**src/rtl/core/wprr_pkg.sv**
```systemverilog
// Package for the weighted priority round-robin core: types, codes, constants.
// No dependencies; every module of the core imports it.
`timescale 1ns / 1ps
package wprr_pkg;

   localparam int MAX_TASKS_DEF  = 64;
   localparam int NUM_LEVELS_DEF = 5;
   localparam int NUM_SLOTS_DEF  = 10;
   localparam logic [29:0] SLOT_RESET = 30'd172865828;

   typedef enum logic [2:0] {
      OP_ADD     = 3'd0,
      OP_REMOVE  = 3'd1,
      OP_BLOCK   = 3'd2,
      OP_UNBLOCK = 3'd3,
      OP_SETPRIO = 3'd4,
      OP_SCHED   = 3'd5
   } op_type;

   localparam logic [1:0] ST_DONE     = 2'd0;
   localparam logic [1:0] ST_REJECTED = 2'd1;
   localparam logic [1:0] ST_NONE     = 2'd2;

   typedef struct packed {
      logic [2:0] operation;
      logic [5:0] task_id;
      logic [2:0] level;
   } req_word_type;

   typedef struct packed {
      logic [5:0] picked_task;
      logic [1:0] status;
      logic       idle_pick;
      logic [6:0] runnable_count;
   } rsp_word_type;

   typedef enum logic [3:0] {
      S_IDLE,
      S_DECODE,
      S_UNLINK,
      S_UNLINK_FIX,
      S_APPEND,
      S_WALK,
      S_WALK_READ,
      S_FINISH,
      S_OUT
   } state_type;

endpackage

```
**src/rtl/core/wprr_link_ram.sv**
```systemverilog
// Link memory of the task entries: one write port, one registered read port.
// Depends on wprr_pkg for the default depth and the house import.
`timescale 1ns / 1ps
module wprr_link_ram #(
   parameter int DEPTH = wprr_pkg::MAX_TASKS_DEF,
   parameter int AW    = $clog2(DEPTH)
) (
   input  logic          clock,
   input  logic          wr_en,
   input  logic [AW-1:0] wr_addr,
   input  logic [AW:0]   wr_data,
   input  logic [AW-1:0] rd_addr,
   output logic [AW:0]   rd_data
);
   import wprr_pkg::*;

   logic [AW:0] mem [DEPTH];

   // Read data is registered; a read in the cycle of a write to the same
   // address returns the old word.
   always_ff @(posedge clock) begin
      if (wr_en) begin
         mem[wr_addr] <= wr_data;
      end
      rd_data <= mem[rd_addr];
   end
endmodule

```
**src/rtl/core/weighted_priority_round_robin_core.sv**
```systemverilog
// Top level of the weighted priority round-robin task picker.
// Depends on wprr_pkg and wprr_link_ram.
//
// Usage: request words arrive on req_valid/req_ready carrying operation,
// task_id and level; one response word per request leaves on
// rsp_valid/rsp_ready. The slot table is written through csr_wr_en and
// csr_wr_data; the user must write it only while the core is idle, as
// the core does not enforce this. Block, unblock and rejected words need
// no list walk. Remove, and set priority to a new level, search the
// task's list, following one link from the registered link memory port
// per entry that precedes the task. Schedule may visit NUM_SLOTS+1
// lists. One request is handled at a time; the next can be accepted
// from the cycle after the response is taken.
// Reset clears all valid and blocked flags, list heads, tails, cursors,
// lengths, slot pointer and runnable count; the link and level memories
// are not cleared and are only used for valid entries.
// When the receiver stalls the response is held in the output register
// and the next request is refused until it has been taken.
`timescale 1ns / 1ps
module weighted_priority_round_robin_core #(
   parameter int MAX_TASKS  = wprr_pkg::MAX_TASKS_DEF,
   parameter int NUM_LEVELS = wprr_pkg::NUM_LEVELS_DEF,
   parameter int NUM_SLOTS  = wprr_pkg::NUM_SLOTS_DEF
) (
   input  logic                      clock,
   input  logic                      reset,
   input  logic                      req_valid,
   output logic                      req_ready,
   input  wprr_pkg::req_word_type    req_word,
   output logic                      rsp_valid,
   input  logic                      rsp_ready,
   output wprr_pkg::rsp_word_type    rsp_word,
   input  logic                      csr_wr_en,
   input  logic [3*NUM_SLOTS-1:0]    csr_wr_data
);
   import wprr_pkg::*;

   localparam int AW = $clog2(MAX_TASKS);
   localparam int LW = (NUM_LEVELS > 1) ? $clog2(NUM_LEVELS) : 1;
   localparam int SW = (NUM_SLOTS > 1) ? $clog2(NUM_SLOTS) : 1;
   localparam int CW = $clog2(MAX_TASKS + 1);
   localparam int GW = $clog2(MAX_TASKS + NUM_SLOTS + 2) + 1;
   localparam logic [AW:0] NIL = {1'b1, AW'(0)};
   localparam logic [2:0] TOP_LEVEL = 3'(NUM_LEVELS - 1);

   // Configuration register.
   logic [3*NUM_SLOTS-1:0] slots_ff;
   always_ff @(posedge clock) begin
      if (reset) begin
         slots_ff <= (3*NUM_SLOTS)'(SLOT_RESET);
      end else if (csr_wr_en) begin
         slots_ff <= csr_wr_data;
      end
   end

   // Per-entry flags and level, per-list registers.
   logic [MAX_TASKS-1:0] valid_ff, blocked_ff;
   logic [LW-1:0]        lvl_ff [MAX_TASKS];
   logic [AW:0]          head_ff [NUM_LEVELS];
   logic [AW:0]          tail_ff [NUM_LEVELS];
   logic [AW:0]          cur_ff  [NUM_LEVELS];
   logic [CW-1:0]        len_ff  [NUM_LEVELS];
   logic [SW-1:0]        sp_ff;
   logic [CW-1:0]        tally_ff;

   // Sequencer registers.
   state_type     state_ff;
   req_word_type  req_ff;
   logic [LW-1:0] tlv_ff;
   logic [AW:0]   prev_ff, walk_ff;
   logic [LW-1:0] lv_ff;
   logic          was_ff;
   logic [GW-1:0] adv_ff;
   logic [CW-1:0] guard_ff;
   logic          counted_ff;
   rsp_word_type  rsp_ff;
   logic          rsp_valid_ff;

   // Link memory port.
   logic          lk_we;
   logic [AW-1:0] lk_wa, lk_ra;
   logic [AW:0]   lk_wd, lk_rd;
   logic          fix_new_ff;

   wprr_link_ram #(.DEPTH(MAX_TASKS), .AW(AW)) u_link (
      .clock  (clock),
      .wr_en  (lk_we),
      .wr_addr(lk_wa),
      .wr_data(lk_wd),
      .rd_addr(lk_ra),
      .rd_data(lk_rd)
   );

   // Slot level lookup with clamping.
   function automatic logic [LW-1:0] slot_lv(input logic [3*NUM_SLOTS-1:0] tbl,
                                             input logic [SW-1:0] s);
      logic [2:0] v;
      v = tbl[3*s +: 3];
      if (v > TOP_LEVEL) v = TOP_LEVEL;
      return LW'(v);
   endfunction

   logic [AW-1:0] tid;
   logic [LW-1:0] tlv;
   logic          tcount;
   assign tid    = req_ff.task_id[AW-1:0];
   assign tlv    = tlv_ff;
   assign tcount = valid_ff[tid] && (tlv != '0) && !blocked_ff[tid];

   logic [SW-1:0] sp_next;
   assign sp_next = (sp_ff == SW'(NUM_SLOTS - 1)) ? '0 : sp_ff + 1'b1;

   assign req_ready = (state_ff == S_IDLE) && !rsp_valid_ff;
   assign rsp_valid = rsp_valid_ff;
   assign rsp_word  = rsp_ff;

   logic id_ok;
   assign id_ok = (32'(req_ff.task_id) < MAX_TASKS);

   // Sequencer and state updates.
   always_ff @(posedge clock) begin
      if (reset) begin
         state_ff     <= S_IDLE;
         valid_ff     <= '0;
         blocked_ff   <= '0;
         for (int i = 0; i < NUM_LEVELS; i++) begin
            head_ff[i] <= NIL;
            tail_ff[i] <= NIL;
            cur_ff[i]  <= NIL;
            len_ff[i]  <= '0;
         end
         sp_ff        <= '0;
         tally_ff     <= '0;
         rsp_valid_ff <= 1'b0;
      end else begin
         if (rsp_valid_ff && rsp_ready) rsp_valid_ff <= 1'b0;
         unique case (state_ff)
            S_IDLE: begin
               if (req_valid && req_ready) begin
                  req_ff   <= req_word;
                  // Registered read of the level memory for the new word.
                  tlv_ff   <= lvl_ff[req_word.task_id[AW-1:0]];
                  rsp_ff   <= '0;
                  state_ff <= S_DECODE;
               end
            end
            S_DECODE: begin
               counted_ff <= tcount;
               guard_ff   <= '0;
               prev_ff    <= NIL;
               was_ff     <= 1'b1;
               adv_ff     <= '0;
               lv_ff      <= slot_lv(slots_ff, sp_ff);
               state_ff   <= S_FINISH;
               if (req_ff.operation == OP_SCHED) begin
                  if (tally_ff == '0) begin
                     if (len_ff[0] != '0 && !head_ff[0][AW]) begin
                        rsp_ff.picked_task <= 6'(head_ff[0][AW-1:0]);
                        rsp_ff.idle_pick   <= 1'b1;
                     end else begin
                        rsp_ff.status <= ST_NONE;
                     end
                  end else begin
                     state_ff <= S_WALK;
                  end
               end else if (req_ff.operation > OP_SCHED || !id_ok) begin
                  rsp_ff.status <= ST_REJECTED;
               end else if (req_ff.operation == OP_ADD) begin
                  if (tid == '0 || valid_ff[tid] || req_ff.level > TOP_LEVEL) begin
                     rsp_ff.status <= ST_REJECTED;
                  end else begin
                     valid_ff[tid]   <= 1'b1;
                     blocked_ff[tid] <= 1'b0;
                     lvl_ff[tid]     <= LW'(req_ff.level);
                     tlv_ff          <= LW'(req_ff.level);
                     state_ff        <= S_APPEND;
                  end
               end else if (!valid_ff[tid]) begin
                  rsp_ff.status <= ST_REJECTED;
               end else if (req_ff.operation == OP_REMOVE) begin
                  walk_ff  <= head_ff[tlv];
                  lv_ff    <= tlv;
                  state_ff <= S_UNLINK;
               end else if (req_ff.operation == OP_BLOCK) begin
                  blocked_ff[tid] <= 1'b1;
               end else if (req_ff.operation == OP_UNBLOCK) begin
                  blocked_ff[tid] <= 1'b0;
               end else if (req_ff.task_id < 6'd3 || req_ff.level > TOP_LEVEL) begin
                  rsp_ff.status <= ST_REJECTED;
               end else if (LW'(req_ff.level) != tlv) begin
                  walk_ff  <= head_ff[tlv];
                  lv_ff    <= tlv;
                  state_ff <= S_UNLINK;
               end
            end
            // Search the list for the task, following one link per pass through S_WALK_READ.
            S_UNLINK: begin
               if (walk_ff[AW] || walk_ff == {1'b0, tid} ||
                   guard_ff == CW'(MAX_TASKS)) begin
                  state_ff <= (walk_ff == {1'b0, tid}) ? S_UNLINK_FIX : S_FINISH;
               end else begin
                  state_ff <= S_WALK_READ;
               end
            end
            S_UNLINK_FIX: begin
               if (len_ff[lv_ff] == CW'(1) || len_ff[lv_ff] == '0) begin
                  head_ff[lv_ff] <= NIL;
                  tail_ff[lv_ff] <= NIL;
               end else begin
                  if (prev_ff[AW]) head_ff[lv_ff] <= lk_rd;
                  if (tail_ff[lv_ff] == {1'b0, tid}) tail_ff[lv_ff] <= prev_ff;
               end
               if (len_ff[lv_ff] != '0) len_ff[lv_ff] <= len_ff[lv_ff] - 1'b1;
               if (cur_ff[lv_ff] == {1'b0, tid}) cur_ff[lv_ff] <= NIL;
               if (req_ff.operation == OP_REMOVE) begin
                  valid_ff[tid]   <= 1'b0;
                  blocked_ff[tid] <= 1'b0;
                  state_ff        <= S_FINISH;
               end else begin
                  lvl_ff[tid] <= LW'(req_ff.level);
                  tlv_ff      <= LW'(req_ff.level);
                  state_ff    <= S_APPEND;
               end
            end
            S_APPEND: begin
               if (len_ff[LW'(req_ff.level)] == '0 || tail_ff[LW'(req_ff.level)][AW])
                  head_ff[LW'(req_ff.level)] <= {1'b0, tid};
               tail_ff[LW'(req_ff.level)] <= {1'b0, tid};
               len_ff[LW'(req_ff.level)]  <= len_ff[LW'(req_ff.level)] + 1'b1;
               state_ff <= S_FINISH;
            end
            // One step of the schedule walk over the current list.
            S_WALK: begin
               if (len_ff[lv_ff] == '0 || head_ff[lv_ff][AW]) begin
                  adv_ff <= adv_ff + 1'b1;
                  sp_ff  <= sp_next;
                  lv_ff  <= slot_lv(slots_ff, sp_next);
                  was_ff <= 1'b1;
                  if (adv_ff == GW'(NUM_SLOTS)) begin
                     rsp_ff.status <= ST_NONE;
                     state_ff      <= S_OUT;
                  end
               end else if (cur_ff[lv_ff][AW]) begin
                  cur_ff[lv_ff] <= head_ff[lv_ff];
                  was_ff        <= 1'b1;
                  if (!blocked_ff[head_ff[lv_ff][AW-1:0]]) begin
                     rsp_ff.picked_task <= 6'(head_ff[lv_ff][AW-1:0]);
                     state_ff           <= S_OUT;
                  end
               end else begin
                  state_ff <= S_WALK_READ;
               end
            end
            S_WALK_READ: begin
               if (req_ff.operation != OP_SCHED) begin
                  // Unlink search step: follow the link just read.
                  prev_ff  <= walk_ff;
                  walk_ff  <= lk_rd;
                  guard_ff <= guard_ff + 1'b1;
                  state_ff <= S_UNLINK;
               end else if (lk_rd[AW]) begin
                  if (!was_ff && !blocked_ff[cur_ff[lv_ff][AW-1:0]]) begin
                     rsp_ff.picked_task <= 6'(cur_ff[lv_ff][AW-1:0]);
                     state_ff           <= S_OUT;
                  end else begin
                     cur_ff[lv_ff] <= NIL;
                     adv_ff <= adv_ff + 1'b1;
                     sp_ff  <= sp_next;
                     lv_ff  <= slot_lv(slots_ff, sp_next);
                     was_ff <= 1'b1;
                     state_ff <= S_WALK;
                     if (adv_ff == GW'(NUM_SLOTS)) begin
                        rsp_ff.status <= ST_NONE;
                        state_ff      <= S_OUT;
                     end
                  end
               end else begin
                  cur_ff[lv_ff] <= lk_rd;
                  was_ff        <= 1'b0;
                  if (!blocked_ff[lk_rd[AW-1:0]]) begin
                     rsp_ff.picked_task <= 6'(lk_rd[AW-1:0]);
                     state_ff           <= S_OUT;
                  end else begin
                     state_ff <= S_WALK;
                  end
               end
            end
            // Fix the runnable count for the concerned task.
            S_FINISH: begin
               if (req_ff.operation != OP_SCHED && req_ff.operation <= OP_SETPRIO
                   && id_ok) begin
                  tally_ff <= tally_ff - CW'(counted_ff) + CW'(tcount);
               end
               state_ff <= S_OUT;
            end
            S_OUT: begin
               rsp_ff.runnable_count <= 7'(tally_ff);
               rsp_valid_ff          <= 1'b1;
               state_ff              <= S_IDLE;
            end
            default: state_ff <= S_IDLE;
         endcase
      end
   end

   // Link memory control: appends link in the new tail, unlinks patch prev.
   always_comb begin
      lk_we = 1'b0;
      lk_wa = tid;
      lk_wd = NIL;
      lk_ra = tid;
      if (state_ff == S_UNLINK) begin
         lk_ra = walk_ff[AW-1:0];
      end else if (state_ff == S_WALK) begin
         lk_ra = cur_ff[lv_ff][AW-1:0];
      end
      if (state_ff == S_UNLINK_FIX && !prev_ff[AW] && len_ff[lv_ff] > CW'(1)) begin
         lk_we = 1'b1;
         lk_wa = prev_ff[AW-1:0];
         lk_wd = lk_rd;
      end else if (state_ff == S_APPEND) begin
         if (len_ff[LW'(req_ff.level)] == '0 || tail_ff[LW'(req_ff.level)][AW]) begin
            lk_we = 1'b1;
            lk_wa = tid;
            lk_wd = NIL;
         end else begin
            lk_we = 1'b1;
            lk_wa = tail_ff[LW'(req_ff.level)][AW-1:0];
            lk_wd = {1'b0, tid};
         end
      end else if (fix_new_ff) begin
         lk_we = 1'b1;
         lk_wa = tid;
         lk_wd = NIL;
      end
   end

   // The new task's own link is cleared in the cycle after its tail patch.
   always_ff @(posedge clock) begin
      if (reset) fix_new_ff <= 1'b0;
      else       fix_new_ff <= lk_we && state_ff == S_APPEND && !lk_wd[AW];
   end

`ifndef ASSERT_OFF
   // A response is only raised by the output state.
   assert property (@(posedge clock) disable iff (reset)
      $rose(rsp_valid_ff) |-> $past(state_ff) == S_OUT)
      else $error("response raised outside output state");
   // The runnable count never exceeds the task count.
   assert property (@(posedge clock) disable iff (reset)
      32'(tally_ff) <= MAX_TASKS)
      else $error("runnable count out of range");
   // The slot pointer stays within the table.
   assert property (@(posedge clock) disable iff (reset)
      32'(sp_ff) < NUM_SLOTS)
      else $error("slot pointer out of range");
`endif
endmodule
```
**config.mk**
```make
export PLATFORM = sky130hd
export DESIGN_NAME = weighted_priority_round_robin_core
export DESIGN_NICKNAME = d
export VERILOG_FILES = /design/src/rtl/core/wprr_pkg.sv /design/src/rtl/core/wprr_link_ram.sv /design/src/rtl/core/weighted_priority_round_robin_core.sv
export SDC_FILE = /design/constraint.sdc
export NUM_CORES = 2
export LEC_CHECK = 0
export BUFFER_PORTS_ARGS = -buffer_cell sky130_fd_sc_hd__buf_2
export CELL_PAD_IN_SITES_DETAIL_PLACEMENT = 0
export CELL_PAD_IN_SITES_GLOBAL_PLACEMENT = 2
export CORE_MARGIN = 2
export CORE_UTILIZATION = 40
export CTS_BUF_LIST = sky130_fd_sc_hd__clkbuf_8
export DETAILED_ROUTE_END_ITERATION = 6
export GPL_ROUTABILITY_DRIVEN = 0
export MAX_ROUTING_LAYER = met4
export PLACE_DENSITY = 0.84
export SLEW_MARGIN = 20
export SYNTH_ARGS = -nofsm -noshare
export SYNTH_HDL_FRONTEND = slang
export SYNTH_SLANG_ARGS = --single-unit
```
**constraint.sdc**
```tcl
create_clock -name clock -period 5.1 [get_ports clock]
set_clock_uncertainty 0.05 [all_clocks]
set_input_delay 1.53 -clock clock [delete_from_list [all_inputs] [get_ports clock]]
set_output_delay 1.53 -clock clock [all_outputs]
set_load 0.03 [all_outputs]
```
# == After elaboration in Yosys (flattened, before gate mapping) ==
# Memory sizes are Yosys's and may differ from the RTL's. A register that Yosys moved wholly into a read port is not among the register bits.
# Cells that the tools add are included.
# totals
register_bits,240
ram_bits,780
input_bits,47
elab_cells,440
memories,6
# memory_table
name,words,width,read_ports,rd_ports_with_merged_regs,write_ports,line_no,rtl
u_link.mem,64,7,1,1,1,wprr_link_ram.sv:17,logic [AW:0] mem [DEPTH];
lvl_ff,64,3,1,0,1,weighted_priority_round_robin_core.sv:58,logic [LW-1:0] lvl_ff [MAX_TASKS];
cur_ff,5,7,1,1,5,weighted_priority_round_robin_core.sv:61,logic [AW:0] cur_ff [NUM_LEVELS];
head_ff,5,7,3,2,5,weighted_priority_round_robin_core.sv:59,logic [AW:0] head_ff [NUM_LEVELS];
len_ff,5,7,3,2,5,weighted_priority_round_robin_core.sv:62,logic [CW-1:0] len_ff [NUM_LEVELS];
tail_ff,5,7,2,2,5,weighted_priority_round_robin_core.sv:60,logic [AW:0] tail_ff [NUM_LEVELS];
# classes
addsub,7
n_mul,2
magnitude_cmp,12
n_eq_ne,62
n_shift,2
mux,245
bitwise,12
n_reduce_logical,69
# op_table
cell,n
64-bit 2-to-1 mux,14
64-bit one-hot mux with 2 select lines,2
7-bit 2-to-1 mux,27
3-bit 2-to-1 mux,44
64-bit bitwise AND,2
64-bit bitwise OR,2
1-bit 2-to-1 mux,85
6-bit 2-to-1 mux,13
4-bit 2-to-1 mux,18
64-bit inverter,1
30-bit by 7-bit variable part select with 3-bit output,2
7-bit one-hot mux with 2 select lines,4
7-bit OR reduction,7
3-bit inequality test (second input constant),14
8-bit 2-to-1 mux,5
2-bit inequality test (second input constant),18
2-bit 2-to-1 mux,17
4-bit one-hot mux with 8 select lines,1
8-bit one-hot mux with 4 select lines,1
1-bit binary-select mux with 6-bit select,5
6-bit by 7-bit < comparator with 1-bit output (second input constant),4
6-bit inequality test (second input constant),4
8-bit one-hot mux with 3 select lines,1
7-bit by 6-bit equality test with 1-bit output,3
other kinds (55),117

# == Longest topological paths before layout ==
# depth
depth_word,15
depth_mapped,27

# == Hierarchy ==
# Synthesis repeated with hierarchy kept, for this count alone.
# hier_totals
hier_cells,3779
area_unflattened_um2,52155.0
# modules_own_cells
module,instances,cells_per_inst,area_each_um2,seq_area_each_um2
weighted_priority_round_robin_core,1,2942,34481.8,18127.4
wprr_link_ram,1,837,17673.2,13593.0

# == Worst setup path before layout ==
# No wires, ideal clock.
# synth_timing
path_kind,register to register
startpoint,reg with a tool-made name
endpoint,"mem u_link.mem[0][6] in the netlist's numbering, data pin"
setup_ns,0.555
arrival_time_ns,4.398
setup_slack_ns,0.097
path_stages_with_launch,12
n_path_buf,6
path_cell_list,dfxtp_1 -> buf_2 -> inv_1 -> buf_2 -> buf_1 -> clkbuf_1 -> mux2i_1 -> ha_1 -> a2111oi_4 -> buf_2 -> buf_2 -> a21oi_1
# synth_lines
item,line_no
to (decl),wprr_link_ram.sv:17

# == Final worst setup path ==
# layout_timing
startpoint,reg req_ff (netlist bit tid[1])
endpoint,reg tally_ff[6]
# layout_via
elab_chain_cells,5
# layout_lines
item,line_no,rtl
from (decl),weighted_priority_round_robin_core.sv:68,req_word_type req_ff;
from (signal assigned),weighted_priority_round_robin_core.sv:140,req_ff <= req_word;
1-bit binary-select mux with 6-bit select,weighted_priority_round_robin_core.sv:108,assign tcount = valid_ff[tid] && (tlv != '0) && !blocked_ff[tid];
1-bit 2-to-1 mux (not written as such),weighted_priority_round_robin_core.sv:108,
1-bit logical AND or 1-bit logical NOT (tied branches),weighted_priority_round_robin_core.sv:108,
1-bit logical AND (*),weighted_priority_round_robin_core.sv:108,
7-bit by 1-bit adder with 7-bit output (*),weighted_priority_round_robin_core.sv:292,tally_ff <= tally_ff - CW'(counted_ff) + CW'(tcount);
to (signal assigned),weighted_priority_round_robin_core.sv:292,
to (decl),weighted_priority_round_robin_core.sv:64,logic [CW-1:0] tally_ff;
# Mark *: on every way between the ends. The rest lies on a longest branch, timed or not. The select of a mux whose other input is x is not followed.
# A chain may end at the register's enable or synchronous reset.

==> metrics.md <==
| Metric | Value |
|---|---|
| TritonCTS sink count | 1120 |
| CP Capture Type | flop |
| Largest net degree at the start of global routing | 91 |
| Layout cell share with drive strength beyond 1 | 23.3% |
| Total Neg Setup Slack | 0 ps |
| Slowest stage cell, crit path | or4_1 |
| Bufs on Longest Clock Path | 3 |
| Yosys warning total | 0 |
| Final layout net count | 3918 |
| DR pass1 iterations | 6 |
| Mapped Nets | 3716 |
| Worst Path Buf+Inv | 2 |
| RSZ-0062 raised after global routing | no |
| Pre-CTS setup slack | between 300 and 400 ps |
| Routed WL | 142000 um |
| CP peak stage delay | 640 ps |
| Largest cells by area after synthesis | edfxtp_1, mux4_2, dfxtp_1 |
| Final instance count without filler cells | 5742 |
| Critical path's most frequent cell | nor2_1 |
| Reg clk slew, reported paths | 70 ps |
| Number of global-route vias before repair | 32907 |
| Critical path data arrival time | ~5400 ps |
| Worst hold path type | reg -> reg |
| CORE AREA | 129000 sq um |
| Synth Flop Type | edfxtp_1 |
| Antenna-violating nets left | 0 |
| Worst path top cell family by delay | simple AND/OR/NAND/NOR gates |
| 1st-iter DRT viols | 3497 |
| Final core occ | 45.4% |
| Asr flop ratio synth | 0% |
| Htree depth | 4 |
| # setup viols final | 0 |
| CTS tree | yes |
| Initial antenna violation count | 7 |
| Worst slew pin tran | 1080 ps |
| Chip height | 364 um |
| Most frequent cells after synthesis | edfxtp_1, nor2_1, mux4_2, nand2_1, mux2i_1 |
| Slew HR | 28.0% |
| Max Cap Violations | 0 |
| Area of the die | 133000 sq um |
| Total power | 26.1 mW |
| Routed WL per cell | 24.8 um |
| Post-synth top area share | 53.7% |
| Via count | 32599 |
| Std cell rows | 132 |
| Fmax | 213 MHz |
| Max-slew violation count | 0 |
| Worst Hold Slack | 411 ps |
| Setup Crit Path Kind | reg -> reg |
| GRT Total Usage | 22.2% |
| Crit path time final | 4700 ps |
| VDD IR max | 0.385 mV |
| Most frequent cell after synthesis | edfxtp_1 |
| Number of flops mapped to enable cells by yosys | 929 |
| Count of cell types in the netlist | approximately 100 |
| Port buffer count | 64 |
| Sequential share of the synthesized area | 61.1% |
| Post-Syn Instances | ~3700 |
| Final HPWL DP | 96900 um |
| CTS root buffer | clkbuf_8 |
| Mapped Area | 51900 sq um |
| Die width | 364 um |
| Final hold violation count | 0 |
| Initial Util | 40.2% |
| Area leader, netlist | edfxtp_1 |
| Run status | finished clean |
| CP Launch Type | flop |
| Critical path cell sequence | buf_4, nor2b_1, and2_1, a22oi_1, nand4_1, a21oi_1, nor2_1, a21oi_1, nor2_1, or4_1, ha_1, inv_1, ha_1, fa_1, a21oi_1, o21bai_1, a21oi_1, nor2_1, nor2_1, xnor2_1, nand2_1, xor2_1, nor2_1 |
| Required @ worst endpoint | 5790 ps |
| CP Max Fanout | 19 |
| CTS Buf Count | 185 |
| # DRC | 0 |
| Power density over cell area | 445 nW/um^2 |
| Number of synthesized register bits | 1120 |
| Layout area overhead | 13.0% |
| Clk_lat worst skew | between 900 and 1000 ps |
| Placed cell areas | 55000 sq um |
| Syn Area/Cell | 14.2 sq um |
| Lkg Pwr | 19.6 nW |
| GR Overflow Total | 0 |
| Final setup margin | 402 ps |
| Vias per cell | 5.68 |
| Fillcell total | between 10000 and 15000 |
| Ports | 65 |
| First-pass GRT wire length | around 210000 um |
| Fin area | 58700 sq um |
| Period Utilization, post-route | 92.1% |
| Post-placement cell count | 5406 |
-- repair_timing --
action | in CTS | in global routing
resized for setup | 0 | 1
hold buffers | 0 | 0
setup buffers | 0 | 2
endpoints found under the setup margin | 0 | 1
-- per-layer routing --
layer  vias to the layer above  part of all wire, %  GRT usage [%]
li1                      14477                    -              -
met1                     16581                   41           28.3
met2                      1278                   49           35.6
met3                       263                  6.7           3.99
met4                         0                  3.1           7.88
met5                         -                    0              -
-- worst min-delay path: cells and delay by family, from the launching register on --
| family | cells | cell delay, ps |
|---|---|---|
| buf+inv | 1 | 50 |
| compound gates | 1 | 50 |
| flops | 1 | 310 |
-- worst paths after layout --
| path | start | end | slack, ps | cells past startpoint |
|---|---|---|---|---|
| worst min-delay path | flop | flop | 410 | 2 |
| worst max-delay path | tid[1] | tally_ff[6] | 400 | 23 |
| worst min register to register | flop | flop | 410 | 2 |
| worst max register to register | tid[1] | tally_ff[6] | 400 | 23 |
-- kinds of logic (layout without fill, tap and decap cells) --
kind of cell               after synthesis  count (layout)  synth area share [%]
and+or+nand+nor                       1139            1139                  9.79
DFF                                   1120            1120                  61.1
muxes                                  598             598                  19.5
AOI/OAI and AO/OA                      417             417                  5.73
buffers and inverters                  311             657                  2.63
xor gates and xnor gates                48              48                 0.809
adders and majority gates               18              18                 0.448
other                                    0               3                     0
-- final cells by class --
| type | count | area [sq um] | share of cell area, % |
|---|---|---|---|
| Antenna cell | 3 | 7.51 | 0.0128 |
| Tap cell | 1742 | 2180 | 3.71 |
| Clock inverter | 132 | 906 | 1.54 |
| Sequential cell | 1120 | 31700 | 54.1 |
| Clock buffer | 199 | 2740 | 4.67 |
| Multi-Input combinational cell | 2220 | 19000 | 32.4 |
| Timing Repair Buffer | 249 | 1840 | 3.13 |
| Inverter | 77 | 290 | 0.495 |
-- where the power goes --
part	leakage [nW]	switching (mW)	total, mW	internal, mW
logic	7.65	4.53	7.43	2.91
clock network	2.01	3.76	7.81	4.05
registers	9.94	0.462	10.8	10.4
total	19.6	8.75	26.1	17.3
-- cells in the final DEF, fill, tap and decap left out, types with 10 or more instances in the layout --
cell	count
edfxtp_1	929
nor2_1	515
mux4_2	323
nand2_1	311
mux2i_1	234
clkbuf_8	199
dfxtp_1	188
buf_4	177
inv_1	113
nand3_1	109
a22oi_1	109
a21oi_1	73
buf_2	62
o21ai_0	60
clkinv_1	41
mux2_2	32
xnor2_1	27
nand2b_1	24
clkinv_2	23
and2_1	22
xor2_1	21
nor3_1	21
and3_1	17
ha_1	17
nand3b_1	15
o21ai_1	14
a221oi_1	14
a31oi_1	13
a211oi_1	13
nor2b_1	13
o22ai_1	12
a22o_1	11
nor4_1	10
buf_12	10
No activity file was read; power rests on OpenSTA's default activity.
